<file path="src/design/sibd_pkg.sv">
`default_nettype none
// ----------------------------------------------------------------------------
// sibd_pkg: shared types for the density sorter
// Controller states and the command/status structs between control and data.
// ----------------------------------------------------------------------------
package sibd_pkg;

  localparam int unsigned FieldBits = 32;
  localparam int unsigned TagBits   = 6;

  typedef enum logic [2:0] {
    ST_LOAD,
    ST_RD_KEY,
    ST_RD_CMP,
    ST_CMP,
    ST_PLACE,
    ST_EMIT_RD,
    ST_EMIT
  } state_e;

  typedef struct packed {
    logic store_in;    // write the input item at the fill index
    logic key_load;    // latch key from read data
    logic rd_prev;     // read entry at scan index - 1
    logic rd_key;      // read entry at key index
    logic cmp_start;   // start a multiply/compare
    logic shift_down;  // move the compared entry up one slot
    logic place_key;   // write the key at the scan index
    logic rd_emit;     // read entry at emit index
    logic emit_load;   // latch output register
  } cmd_t;

  typedef struct packed {
    logic cmp_done;
    logic denser;      // compared entry strictly denser than key
  } status_t;

endpackage : sibd_pkg
`default_nettype wire

</file>
<file path="src/design/sibd_ctrl.sv">
`default_nettype none
// ----------------------------------------------------------------------------
// sibd_ctrl: load, insertion-sort and emit sequencer
// Walks each new key down the stored run, then streams the sorted store out.
// ----------------------------------------------------------------------------
module sibd_ctrl #(
  parameter int unsigned MaxItems = 64,
  parameter int unsigned IdxBits  = 6
) (
  input  wire                 clk_i,
  input  wire                 rst_ni,
  input  wire                 in_valid_i,
  output logic                in_stall_o,
  input  wire                 last_in_i,
  output logic                out_valid_o,
  input  wire                 out_stall_i,
  output logic                last_out_o,
  output sibd_pkg::cmd_t      cmd_o,
  input  sibd_pkg::status_t   status_i,
  output logic [IdxBits-1:0]  fill_idx_o,
  output logic [IdxBits-1:0]  key_idx_o,
  output logic [IdxBits-1:0]  scan_idx_o,
  output logic [IdxBits-1:0]  emit_idx_o
);
  import sibd_pkg::*;

  localparam int unsigned CntBits = IdxBits + 1;

  state_e             state_q, state_d;
  logic [CntBits-1:0] count_q, count_d;
  logic [CntBits-1:0] key_q, key_d;
  logic [IdxBits-1:0] scan_q, scan_d;
  logic [CntBits-1:0] emit_q, emit_d;
  logic               ovalid_q, ovalid_d;
  logic               olast_q, olast_d;
  logic               in_acc, out_acc, full;

  assign full       = count_q == CntBits'(MaxItems);
  assign in_acc     = in_valid_i && !in_stall_o;
  assign out_acc    = ovalid_q && !out_stall_i;
  assign in_stall_o = state_q != ST_LOAD;
  assign out_valid_o = ovalid_q;
  assign last_out_o  = olast_q;
  assign fill_idx_o  = count_q[IdxBits-1:0];
  assign key_idx_o   = key_q[IdxBits-1:0];
  assign scan_idx_o  = scan_q;
  assign emit_idx_o  = emit_q[IdxBits-1:0];

  always_comb begin
    state_d  = state_q;
    count_d  = count_q;
    key_d    = key_q;
    scan_d   = scan_q;
    emit_d   = emit_q;
    ovalid_d = ovalid_q && !out_acc;
    olast_d  = olast_q;
    unique case (state_q)
      ST_LOAD: begin
        if (in_acc) begin
          if (!full) begin
            count_d = count_q + CntBits'(1);
          end
          if (last_in_i) begin
            key_d   = CntBits'(1);
            state_d = ST_RD_KEY;
          end
        end
      end
      ST_RD_KEY: begin
        if (key_q >= count_q) begin
          emit_d  = '0;
          state_d = ST_EMIT_RD;
        end else begin
          scan_d  = key_q[IdxBits-1:0];
          state_d = ST_RD_CMP;
        end
      end
      ST_RD_CMP: state_d = ST_CMP;
      ST_CMP: begin
        if (status_i.cmp_done) begin
          if (status_i.denser) begin
            scan_d = scan_q - IdxBits'(1);
            state_d = (scan_q == IdxBits'(1)) ? ST_PLACE : ST_RD_CMP;
          end else begin
            key_d   = key_q + CntBits'(1);
            state_d = ST_RD_KEY;
          end
        end
      end
      ST_PLACE: begin
        key_d   = key_q + CntBits'(1);
        state_d = ST_RD_KEY;
      end
      ST_EMIT_RD: begin
        if (!ovalid_q || out_acc) begin
          state_d = ST_EMIT;
        end
      end
      ST_EMIT: begin
        ovalid_d = 1'b1;
        olast_d  = emit_q == count_q - CntBits'(1);
        emit_d   = emit_q + CntBits'(1);
        if (olast_d) begin
          count_d = '0;
          state_d = ST_LOAD;
        end else begin
          state_d = ST_EMIT_RD;
        end
      end
      default: state_d = ST_LOAD;
    endcase
  end

  // Command decode; key is read in ST_RD_KEY, latched in ST_RD_CMP
  // together with the first neighbor read issued there.
  always_comb begin
    cmd_o = '0;
    unique case (state_q)
      ST_LOAD:    cmd_o.store_in = in_acc && !full;
      ST_RD_KEY: begin
        cmd_o.rd_key = 1'b1;
        if (key_q > CntBits'(1) && key_q < count_q) begin
          cmd_o.place_key = 1'b0;
        end
      end
      ST_RD_CMP: begin
        cmd_o.rd_prev = 1'b1;
        cmd_o.key_load = scan_q == key_q[IdxBits-1:0];
      end
      ST_CMP: begin
        cmd_o.rd_prev   = 1'b1;
        cmd_o.cmp_start = !status_i.cmp_done;
        if (status_i.cmp_done) begin
          if (status_i.denser) begin
            cmd_o.shift_down = 1'b1;
          end else begin
            cmd_o.place_key = 1'b1;
          end
        end
      end
      ST_PLACE:   cmd_o.place_key = 1'b1;
      ST_EMIT_RD: cmd_o.rd_emit = 1'b1;
      ST_EMIT:    cmd_o.emit_load = 1'b1;
      default:    cmd_o = '0;
    endcase
  end

  always_ff @(posedge clk_i or negedge rst_ni) begin
    if (!rst_ni) begin
      state_q  <= ST_LOAD;
      count_q  <= '0;
      key_q    <= '0;
      scan_q   <= '0;
      emit_q   <= '0;
      ovalid_q <= 1'b0;
      olast_q  <= 1'b0;
    end else begin
      state_q  <= state_d;
      count_q  <= count_d;
      key_q    <= key_d;
      scan_q   <= scan_d;
      emit_q   <= emit_d;
      ovalid_q <= ovalid_d;
      olast_q  <= olast_d;
    end
  end

  assert property (@(posedge clk_i) disable iff (!rst_ni)
    count_q <= CntBits'(MaxItems)) else $error("fill count overflow");
  assert property (@(posedge clk_i) disable iff (!rst_ni)
    ovalid_q && out_stall_i |=> ovalid_q) else $error("result dropped");
  assert property (@(posedge clk_i) disable iff (!rst_ni)
    state_q == ST_EMIT |-> !ovalid_q)
    else $error("output register overwritten");
  assert property (@(posedge clk_i) disable iff (!rst_ni)
    state_q == ST_CMP |-> scan_q != '0) else $error("scan at head");

endmodule : sibd_ctrl
`default_nettype wire

</file>
<file path="config.mk">
export PLATFORM = sky130hd
export DESIGN_NAME = sibd_ctrl
export DESIGN_NICKNAME = d
export VERILOG_FILES = /design/src/design/sibd_pkg.sv /design/src/design/sibd_ctrl.sv
export SDC_FILE = /design/constraint.sdc
export NUM_CORES = 1
export LEC_CHECK = 0
export BUFFER_PORTS_ARGS = -buffer_cell sky130_fd_sc_hd__buf_4
export CORE_ASPECT_RATIO = 1.5
export CORE_UTILIZATION = 51
export DETAILED_ROUTE_END_ITERATION = 10
export HOLD_SLACK_MARGIN = 0.05
export PLACE_DENSITY = 0.77
export SYNTH_ARGS = -nofsm -noshare
export SYNTH_HDL_FRONTEND = slang
export SYNTH_SLANG_ARGS = --single-unit
</file>
<file path="constraint.sdc">
create_clock -name clk_i -period 2 [get_ports clk_i]
set_input_delay 0.5 -clock clk_i [delete_from_list [all_inputs] [get_ports clk_i]]
set_output_delay 0.5 -clock clk_i [all_outputs]
set_load 0.01 [all_outputs]
</file>
==> flow_summary_export.csv, run 1 <==
group,metric,value,unit
status,status,"finished with violations",
status,violations,"setup timing",
layout,drive_gt1_share,38.8,%
critical_path,setup.worst_path.start_class,"flop",
die,rows,30,
die,fp.dieArea,0.00509,sq mm
clock_network,ctsHtreeMaxLevel,2,
layout,n_fill_cell,357,
placed_design,portBuffers,42,
layout,stdcell_area,0.00335,sq mm
grt,antenna_found_initial,0,
grt,track_usage,28.2,%
grt,grt_busiest_layer,"met2",
clock_network,cts-buffers-inserted,5,
routing,drc,0,
sta,finClkSkew,0.00346,ns
synth,ys_top_cells_by_area,"dfrtp_1 (33%), ha_1 (7.2%), buf_4 (5.5%), xnor2_1 (4.3%), nor2_1 (4.0%)",
sta,timing.hold.ws,0.140,ns
synth,synth_top_family_by_area,"simple AND/OR/NAND/NOR gates",
sta,slew_headroom,68.4,%
routing,drt_pass1_iterations,4,
synth,synthCells,282,
routing,wl_per_cell,17.3,um
clock_network,cts_tree,"yes",
synth,synth_top_area_share,32.7,%
routing,vias,2429,
critical_path,worstPathArrival,1.59,ns
power_and_ir_drop,max-vdd-ir-drop,0.000851,V
sta,min_period,2.09,ns
synth,yosysWarnings,0,
layout,seqCellArea,801,sq um
synth,async_flop_share,100,%
synth,post-synth-top-area-cell,"dfrtp_1",
sta,post-route-period-util,105,%
synth,synth-seq-area-share,32.7,%
sta,final-hold-violation-count,0,
synth,synth_edf_count,0,
grt,grtUsageMet1,29.7,%
synth,synth_flop_cell,"dfrtp_1",
layout,multi_input_area,0.00159,sq mm
grt,grt_pass1_wl,10800,um
synth,syn_nets,303,
synth,netlist_area,0.00245,sq mm
sta,rsz0062_at_grt,"true",
die,die_w,58.6,um
grt,grt-ovfl-total,0,
critical_path,crit_type,"reg -> out",
synth,yosysMostFrequentCell,"dfrtp_1",
synth,syn_area_per_cell,8.69,sq um
power_and_ir_drop,p_total,5.25,mW
sta,clock.fmax,0.478,GHz
synth,synth_mux_area_share,1.28,%
synth,ys_types,51,
critical_path,crit_fanout,4,
sta,tns,-0.160,ns
clock_network,ctsHoldBuffers,0,
sta,setup_violations,4,
placed_design,dpl.hpwl,4980,um
clock_network,cts_sinks,32,
layout,area_growth,36.8,%
routing,wl,7310,um
die,die_h,86.9,um
routing,drt_iter0_drc,118,
sta,finalWorstSetupSlack,-0.0901,ns
clock_network,cts_root_buf,"clkbuf_8",
routing,drt.antenna.violating_nets,0,
die,start_util,53.5,%
grt,grt_use_met2,52.0,%
routing,via_per_inst,5.76,
synth,ys_ff_latch,32,
layout,num-nets-final,378,
placed_design,gp_congestion,0.887,
min_path,holdCritPathClass,"in -> async",
die,design.core.area,0.00458,sq mm
critical_path,worstSetupEndpointType,"output pin",
power_and_ir_drop,p_per_area,1570,mW/mm^2
clock_network,clock_latency,0.30,ns
job,maxCapViolCount,0,
clock_network,clockBufferDepth,2,
die,ios,43,
layout,n_antenna_cell,0,
synth,ys_top_cells_by_count,"dfrtp_1 (32), nor2_1 (26), nand2_1 (23)",
layout,final_util,73.2,%
clock_network,clkTransAtPathRegs,0.07,ns
synth,yosys.area_share.xor_xnor,7.81,%
power_and_ir_drop,p_leak,1.59,nW
synth,synth_compound_area_share,20.3,%
grt,grt.met3_usage,4.46,%
critical_path,required,1.50,ns
placed_design,dpl_cell_area,0.00301,sq mm
grt,grt_max_degree,33,
grt,grt_pass1_vias,2364,
sta,timing_worst_slew_pin_value,0.473,ns
synth,synth-simple-area-share,21.5,%
synth,synth_fa_ha_area_share,7.15,%
sta,drv_slew,0,
==> cell type report <==
| cell class | instances | share of cell area (%) |
|---|---|---|
| multi-input cells | 208 | 47.4 |
| flip-flops and latches | 32 | 23.9 |
| repair buffers | 93 | 21.5 |
| clock buffers | 7 | 2.58 |
| well taps | 64 | 2.39 |
| inverters | 17 | 1.98 |
| clock inverters | 1 | 0.224 |
==> metal layers <==
| metal | part of all wire, % | vias up |
|---|---|---|
| li1 | - | 1134 |
| met1 | 38 | 1198 |
| met2 | 56 | 75 |
| met3 | 3.7 | 22 |
| met4 | 2.9 | 0 |
| met5 | 0 | - |
==> sequential cells by signal, indices dropped and copies added (netlist names) <==
signal / cells
count_q: 7
emit_q: 7
key_q: 7
scan_idx_o: 6
state_q: 3
last_out_o: 1
out_valid_o: 1
==> critical path: stages (launching register included) <==
cell      delay (ns)
dfrtp_1         0.43
or3_4           0.42
a311oi_4        0.26
buf_4           0.18
==> power by group <==
part           internal (mW)  switching [mW]
clock network          0.280           0.262
logic                   1.74            1.86
registers              0.860           0.253
total                   2.88            2.37
==> final timing paths <==
check	to	cells after the start	slack, ns	from
max	cmd_o[8]	3	-0.09	state_q[0]
min	count_q[4]	1	0.14	rst_ni
max reg2reg	emit_q[5]	7	-0.03	count_q[5]
min reg2reg	last_out_o	1	0.53	last_out_o
max in group asynchronous	emit_q[1]	1	1.54	rst_ni
min in group clk_i	out_valid_o	3	0.45	out_stall_i
==> cells in the final DEF, fill, tap and decap left out, types with 2 or more instances in the layout <==
cell type | Yosys | layout
nor2_2 | 1 | 2
o21ai_1 | 5 | 6
a31oi_1 | 3 | 3
or3_4 | 0 | 3
a21oi_1 | 16 | 13
xor2_1 | 8 | 8
xnor2_1 | 12 | 11
o31ai_2 | 0 | 2
dfrtp_1 | 32 | 32
or3_1 | 5 | 2
mux2i_1 | 2 | 2
buf_6 | 0 | 6
xnor2_2 | 1 | 2
o21ai_0 | 9 | 8
ha_1 | 14 | 12
and3_1 | 6 | 6
o22ai_1 | 3 | 2
nand3_1 | 13 | 12
buf_4 | 18 | 87
nor2_1 | 26 | 24
a211oi_2 | 0 | 3
a21oi_2 | 1 | 3
ha_2 | 0 | 2
nor4_4 | 1 | 3
nand4_1 | 2 | 2
nor3_1 | 13 | 12
inv_1 | 17 | 15
a21o_1 | 4 | 4
nand2b_4 | 0 | 2
nand2_1 | 23 | 23
o31ai_1 | 7 | 4
o21a_1 | 3 | 3
and3b_1 | 2 | 2
clkbuf_8 | 0 | 6
==> logic make-up after synthesis <==
logic type      after synthesis
compound gates               68
xor+xnor                     21
fa+ha+maj                    14
buf+inv                      42
flops                        32
mux                           3
simple gates                102
==> timing repair <==
item | in CTS | in global routing
endpoints found under the setup margin | 9 | 28
resized for setup | 13 | 25
pin swaps | 5 | 14
setup buffers | 4 | 9
==> metrics by stage <==
stage / instances / setup slack (ns)
4_1_cts: 414 / -0.123
3_5_place_dp: 402 / 0.00815
3_3_place_gp: 402 / -0.00129
6_report: 422 / -0.0901
5_1_grt: 422 / -0.135
2_1_floorplan: 282 / 0.00413
No activity file was read; power rests on OpenSTA's default activity.
==> run 2, diff against run 1 <==
Settings changed: CORE_UTILIZATION 51 to 45, PLACE_DENSITY 0.77 to 0.69, REMOVE_ABC_BUFFERS from default to 1.
==> run 2 against run 1 <==
Compared with the run above:
- the run still ends with setup timing left
- final cell count increased by 1.7%
- design area rose by 1.5%
- worst setup slack better by 0.024 ns
- sequential cell count stayed put
- die area up 13%
- utilization is 7.8 points lower
- non-clock buffer count increased by 3
- clock-buffer cell count decreased by 1
- largest cell class unchanged
==> flow_summary_export.csv, run 2 (synthesis results as in run 1) <==
group,metric,value,unit
critical_path,crit_fanout,4,
layout,final_cell_mix,"buf_4 (91), dfrtp_1 (31), nor2_1 (25), nand2_1 (23), a21oi_1 (16)",
grt,grt_max_degree,33,
critical_path,worst-path-stages,3,
critical_path,critPathCapture,"cmd_o[8]",
layout,final_cells,429,
routing,via_per_inst,5.59,
job,maxCapViolCount,0,
layout,num-nets-final,381,
die,die_w,62.2,um
critical_path,r2r_cells,7,
sta,finalWorstSetupSlack,-0.0663,ns
grt,antenna_found_initial,0,
die,design.core.area,0.00520,sq mm
clock_network,clkTransAtPathRegs,0.08,ns
clock_network,cts_root_buf,"clkbuf_8",
sta,rsz0062_at_grt,"true",
routing,drt_iter0_drc,92,
layout,n_fill_cell,453,
layout,final_util,65.3,%
status,status,"finished with violations",
clock_network,cts_sinks,32,
clock_network,ctsHoldBuffers,0,
die,ios,43,
critical_path,path_buf_inv,1,
clock_network,ctsHtreeMaxLevel,2,
routing,drc,0,
critical_path,critPathLaunch,"state_q[1]",
sta,timing_worst_slew_pin_value,0.446,ns
sta,drv_slew,0,
critical_path,path_delay_family,"flip-flops",
placed_design,dp.cells,412,
power_and_ir_drop,p_leak,1.60,nW
layout,area_growth,38.8,%
power_and_ir_drop,p_per_area,1520,mW/mm^2
critical_path,worstPathArrival,1.57,ns
layout,seqCellArea,802,sq um
critical_path,setup.worst_path.start_class,"flop",
sta,finClkSkew,0.00620,ns
grt,track_usage,25.8,%
critical_path,crit_chain,"or3_4, a311oi_4, buf_4",
clock_network,cts-buffers-inserted,5,
layout,reg.largest.list,"count_q: 7 flops, emit_q: 7 flops, key_q: 7 flops",
sta,setup_violations,3,
critical_path,required,1.50,ns
placed_design,gp_congestion,0.907,
critical_path,max_stage_delay,0.43,ns
layout,n_antenna_cell,0,
clock_network,clock_latency,0.28,ns
die,rows,32,
grt,grt-ovfl-total,0,
power_and_ir_drop,max-vdd-ir-drop,0.000944,V
grt,grt_pass1_vias,2441,
die,die_h,92.4,um
routing,wl_per_cell,16.4,um
sta,min_period,2.07,ns
status,violations,"setup timing",
power_and_ir_drop,p_seq_share,21.6,%
routing,drt_pass1_iterations,4,
power_and_ir_drop,power_frac_comb,67.9,%
clock_network,cts_tree,"yes",
sta,post-route-period-util,103,%
grt,grt_pass1_wl,11700,um
critical_path,crit_type,"reg -> out",
critical_path,slowest_stage,"dfrtp_1",
critical_path,r2r-end,"emit_q[5]",
sta,slew_headroom,70.1,%
die,fp.dieArea,0.00575,sq mm
placed_design,portBuffers,42,
routing,vias,2399,
sta,clock.fmax,0.484,GHz
power_and_ir_drop,p_sw_share,44.5,%
placed_design,dpl.hpwl,5150,um
clock_network,clockBufferDepth,2,
critical_path,worstSetupEndpointType,"output pin",
critical_path,rrSetupSlack,0,ns
die,start_util,47.1,%
layout,drive_gt1_share,40.4,%
routing,drt.antenna.violating_nets,0,
layout,multi_input_area,0.00162,sq mm
min_path,holdCritPathClass,"in -> async",
layout,final_common_cell,"buf_4",
routing,wl,7020,um
power_and_ir_drop,p_clk_share,10.5,%
critical_path,r2r-start,"key_q[0]",
power_and_ir_drop,power.switching,2.30,mW
power_and_ir_drop,p_int,2.88,mW
sta,final-hold-violation-count,0,
-- run 2: changes by cell type in the layout (fill, tap and decap cells not counted), sizes merged --
cell      before  now
buf           93   95
clkinvlp       1    2
-- run 2: cell type report --
class,count,share of cell area [%]
Sequential cell,32,23.6
Clock inverter,2,0.442
Multi-Input combinational cell,208,47.6
Tap cell,68,2.50
Clock buffer,6,2.43
Timing Repair Buffer,96,21.6
Inverter,17,1.88
-- run 2: worst min-delay path by stage --
stage / start / end / cells after the start
finish: rst_ni / count_q[4] / 1
global route: rst_ni / count_q[0] / 1
CTS: rst_ni / key_q[0] / 1
floorplan: rst_ni / count_q[0] / 0
global placement: last_out_o / last_out_o / 1
detailed placement: rst_ni / count_q[1] / 1
-- run 2: repair_timing --
item | CTS | global route
resized for setup | 19 | 24
cloned | 0 | 0
setup endpoints to repair | 19 | 27
buffers inserted | 6 | 3
pin swaps | 9 | 18
-- run 2: metrics by stage --
stage	instance area (sq um)	setup TNS, ns	worst slack, ns	power [mW]	hold slack, ns
2_1_floorplan	2280	-0.666	-0.180	2.78	0.204
3_3_place_gp	3020	-0.103	-0.0344	4.06	0.473
3_5_place_dp	3020	-0.666	-0.0950	4.13	0.476
5_1_grt	3400	-0.864	-0.0953	5.58	0.174
4_1_cts	3250	-0.119	-0.0644	4.93	0.166
6_report	3400	-0.0919	-0.0663	5.18	0.153
-- run 2: worst reg2reg max path, cell delays in order, from the launching register on --
cell       delay [ns]
dfrtp_1          0.39
inv_2            0.08
ha_4             0.19
nand2b_4         0.14
a2111oi_4        0.43
nor4_2           0.11
or3_4            0.38
o211ai_1         0.18
-- run 2: power groups by stage --
stage	clock, mW	combinational, mW	sequential [mW]
after floorplan	0	1.53	1.26
after global placement	0	2.95	1.11
after detailed placement	0	3.02	1.11
after CTS	0.552	3.28	1.10
after global routing	0.574	3.86	1.15
final	0.543	3.52	1.12
-- run 2: metal layers --
layer  vias to the layer above  wire length [um]  track usage (%)  share of wire (%)
li1                       1144                 -                -                  -
met1                      1163              2780             29.6                 40
met2                        77              3800             48.3                 54
met3                        15               265             3.33                3.8
met4                         0               177             9.11                2.5
met5                         -                 0                0                  0
==> run 3, diff against run 2 <==
Settings changed: CORE_ASPECT_RATIO 1.5 to 2, PLACE_DENSITY 0.69 to default, PLACE_DENSITY_LB_ADDON from default to 0.1.
==> run 3 against run 2 <==
Compared with the run above:
- design area grew 3.1%
- combinational power increased by 9.9%
- sequential share of layout area is 0.66 points lower
- largest power group unchanged
- wire length is 9.8% higher
- critical path depth grew 4
- critical path type is now reg -> reg
- the flow still finishes with violations (setup timing)
==> flow_summary_export.csv, run 3 (synthesis results as in run 1) <==
group,metric,value,unit
power_and_ir_drop,p_seq_share,20.3,%
sta,min_period,2.08,ns
sta,drv_slew,0,
clock_network,clockBufferDepth,2,
layout,final_common_cell,"buf_4",
sta,post-route-period-util,104,%
power_and_ir_drop,power.switching,2.49,mW
routing,vias,2450,
power_and_ir_drop,p_sw_share,45.1,%
power_and_ir_drop,p_total,5.54,mW
clock_network,ctsHtreeMaxLevel,2,
sta,tns,-0.353,ns
layout,final_cell_mix,"buf_4 (91), dfrtp_1 (30), nand2_1 (23), nor2_1 (23), a21oi_1 (13)",
clock_network,ctsHoldBuffers,0,
critical_path,crit_type,"reg -> reg",
clock_network,cts_tree,"yes",
routing,via_per_inst,5.78,
sta,setup_violations,10,
die,die_w,54.2,um
grt,track_usage,27.1,%
die,design.core.area,0.00518,sq mm
sta,clock.fmax,0.481,GHz
routing,wl,7710,um
layout,drive_gt1_share,44.0,%
die,rows,37,
die,start_util,47.2,%
layout,final_cells,424,
grt,antenna_found_initial,0,
sta,final-hold-violation-count,0,
placed_design,dp.cells,400,
die,fp.dieArea,0.00576,sq mm
power_and_ir_drop,p_clk_share,9.8,%
clock_network,cts_root_buf,"clkbuf_8",
power_and_ir_drop,p_int,3.04,mW
routing,wl_met3,274,um
die,ios,43,
layout,reg.largest.list,"count_q: 7 flops, emit_q: 7 flops, key_q: 7 flops",
power_and_ir_drop,power_frac_comb,69.9,%
min_path,holdCritPathClass,"in -> async",
layout,n_antenna_cell,0,
critical_path,required,2.20,ns
routing,wl_met1,2670,um
job,maxCapViolCount,0,
sta,timing.hold.ws,0.139,ns
routing,wl_per_cell,18.2,um
layout,stdcell_area,0.00350,sq mm
status,violations,"setup timing",
routing,drt.antenna.violating_nets,0,
grt,grt_pass1_wl,11200,um
placed_design,dpl.hpwl,5340,um
critical_path,crit_fanout,5,
layout,area_growth,43.1,%
power_and_ir_drop,max-vdd-ir-drop,0.000945,V
routing,drt_pass1_iterations,4,
critical_path,slowest_stage,"a2111oi_4",
layout,num-nets-final,386,
status,status,"finished with violations",
layout,n_fill_cell,441,
routing,dr.max_layer_used,"met4",
routing,dr_wl_met2,4450,um
grt,grt_max_degree,33,
critical_path,worstSetupEndpointType,"flop",
critical_path,setup.worst_path.start_class,"flop",
sta,finClkSkew,0.00945,ns
clock_network,clkTransAtPathRegs,0.08,ns
die,die_h,106,um
grt,grt_pass1_vias,2364,
power_and_ir_drop,p_leak,1.65,nW
sta,timing_worst_slew_pin_value,0.453,ns
clock_network,clock_latency,0.29,ns
grt,grt-ovfl-total,0,
clock_network,cts_sinks,32,
layout,multi_input_area,0.00169,sq mm
layout,seqCellArea,803,sq um
sta,finalWorstSetupSlack,-0.0777,ns
critical_path,max_stage_delay,0.48,ns
routing,drt_iter0_drc,73,
critical_path,worstPathArrival,2.28,ns
clock_network,cts-buffers-inserted,5,
critical_path,crit_chain,"inv_2, ha_4, nand2b_4, a2111oi_4, nor4_2, or3_4, o211ai_1",
power_and_ir_drop,p_per_area,1580,mW/mm^2
sta,rsz0062_at_grt,"true",
sta,slew_headroom,69.5,%
routing,drc,0,
placed_design,gp_congestion,0.854,
placed_design,dpl_cell_area,0.00300,sq mm
placed_design,portBuffers,42,
run 3: cell types whose count changed in the layout (fill, tap and decap cells not counted), sizes merged:
cell and delta:
clkbuf +1, clkinvlp -2, buf +6
run 3: worst paths after layout:
path / from / endpoint / slack, ns / cells after the start
max: key_q[0] / emit_q[5] / -0.08 / 7
min: rst_ni / count_q[1] / 0.14 / 1
max reg2reg: key_q[0] / emit_q[5] / -0.08 / 7
min reg2reg: last_out_o / last_out_o / 0.50 / 1
max in group asynchronous: rst_ni / state_q[2] / 1.49 / 1
min in group clk_i: out_stall_i / out_valid_o / 0.47 / 3
run 3: what timing repair did:
item,in CTS,in global routing
gates cloned,0,2
pin swaps,6,29
buffers inserted,2,13
endpoints found under the setup margin,24,31
resized for setup,13,52
run 3: critical path: cells and delay by family, from the launching register on:
kind                     cells  cell delay, ns
AND/OR/NAND/NOR              3            0.66
adder cells (fa/ha/maj)      1            0.20
AO/OA/AOI/OAI                2            0.66
buffers and inverters        1            0.08
flip-flops                   1            0.39
run 3: metal layers:
| metal | vias to the layer above | GRT usage, % |
|---|---|---|
| met5 | - | 0 |
| met4 | 0 | 11.4 |
| met3 | 24 | 3.86 |
| met1 | 1188 | 26.9 |
| met2 | 80 | 51.1 |
| li1 | 1158 | - |
run 3: stage by stage:
stage          util [%]  worst slack, ns
3_3_place_gp       57.8          -0.0462
4_1_cts            60.9           -0.121
5_1_grt            67.6           -0.168
2_1_floorplan         -           -0.180
3_5_place_dp       57.8          -0.0826
6_report           67.6          -0.0777
run 3: area by class of cell:
cell class	count	share of cell area (%)
inverter	17	1.82
tap	58	2.07
multi-input combinational	208	48.1
clock buffer	8	2.57
sequential	32	22.9
timing repair buffer	101	22.5
run 3: power groups by stage:
| stage | combinational (mW) | clock (mW) | sequential (mW) |
|---|---|---|---|
| global route | 4.17 | 0.574 | 1.15 |
| floorplan | 1.53 | 0 | 1.26 |
| global placement | 2.99 | 0 | 1.09 |
| detailed placement | 3.03 | 0 | 1.10 |
| CTS | 3.17 | 0.553 | 1.10 |
| finish | 3.87 | 0.542 | 1.13 |
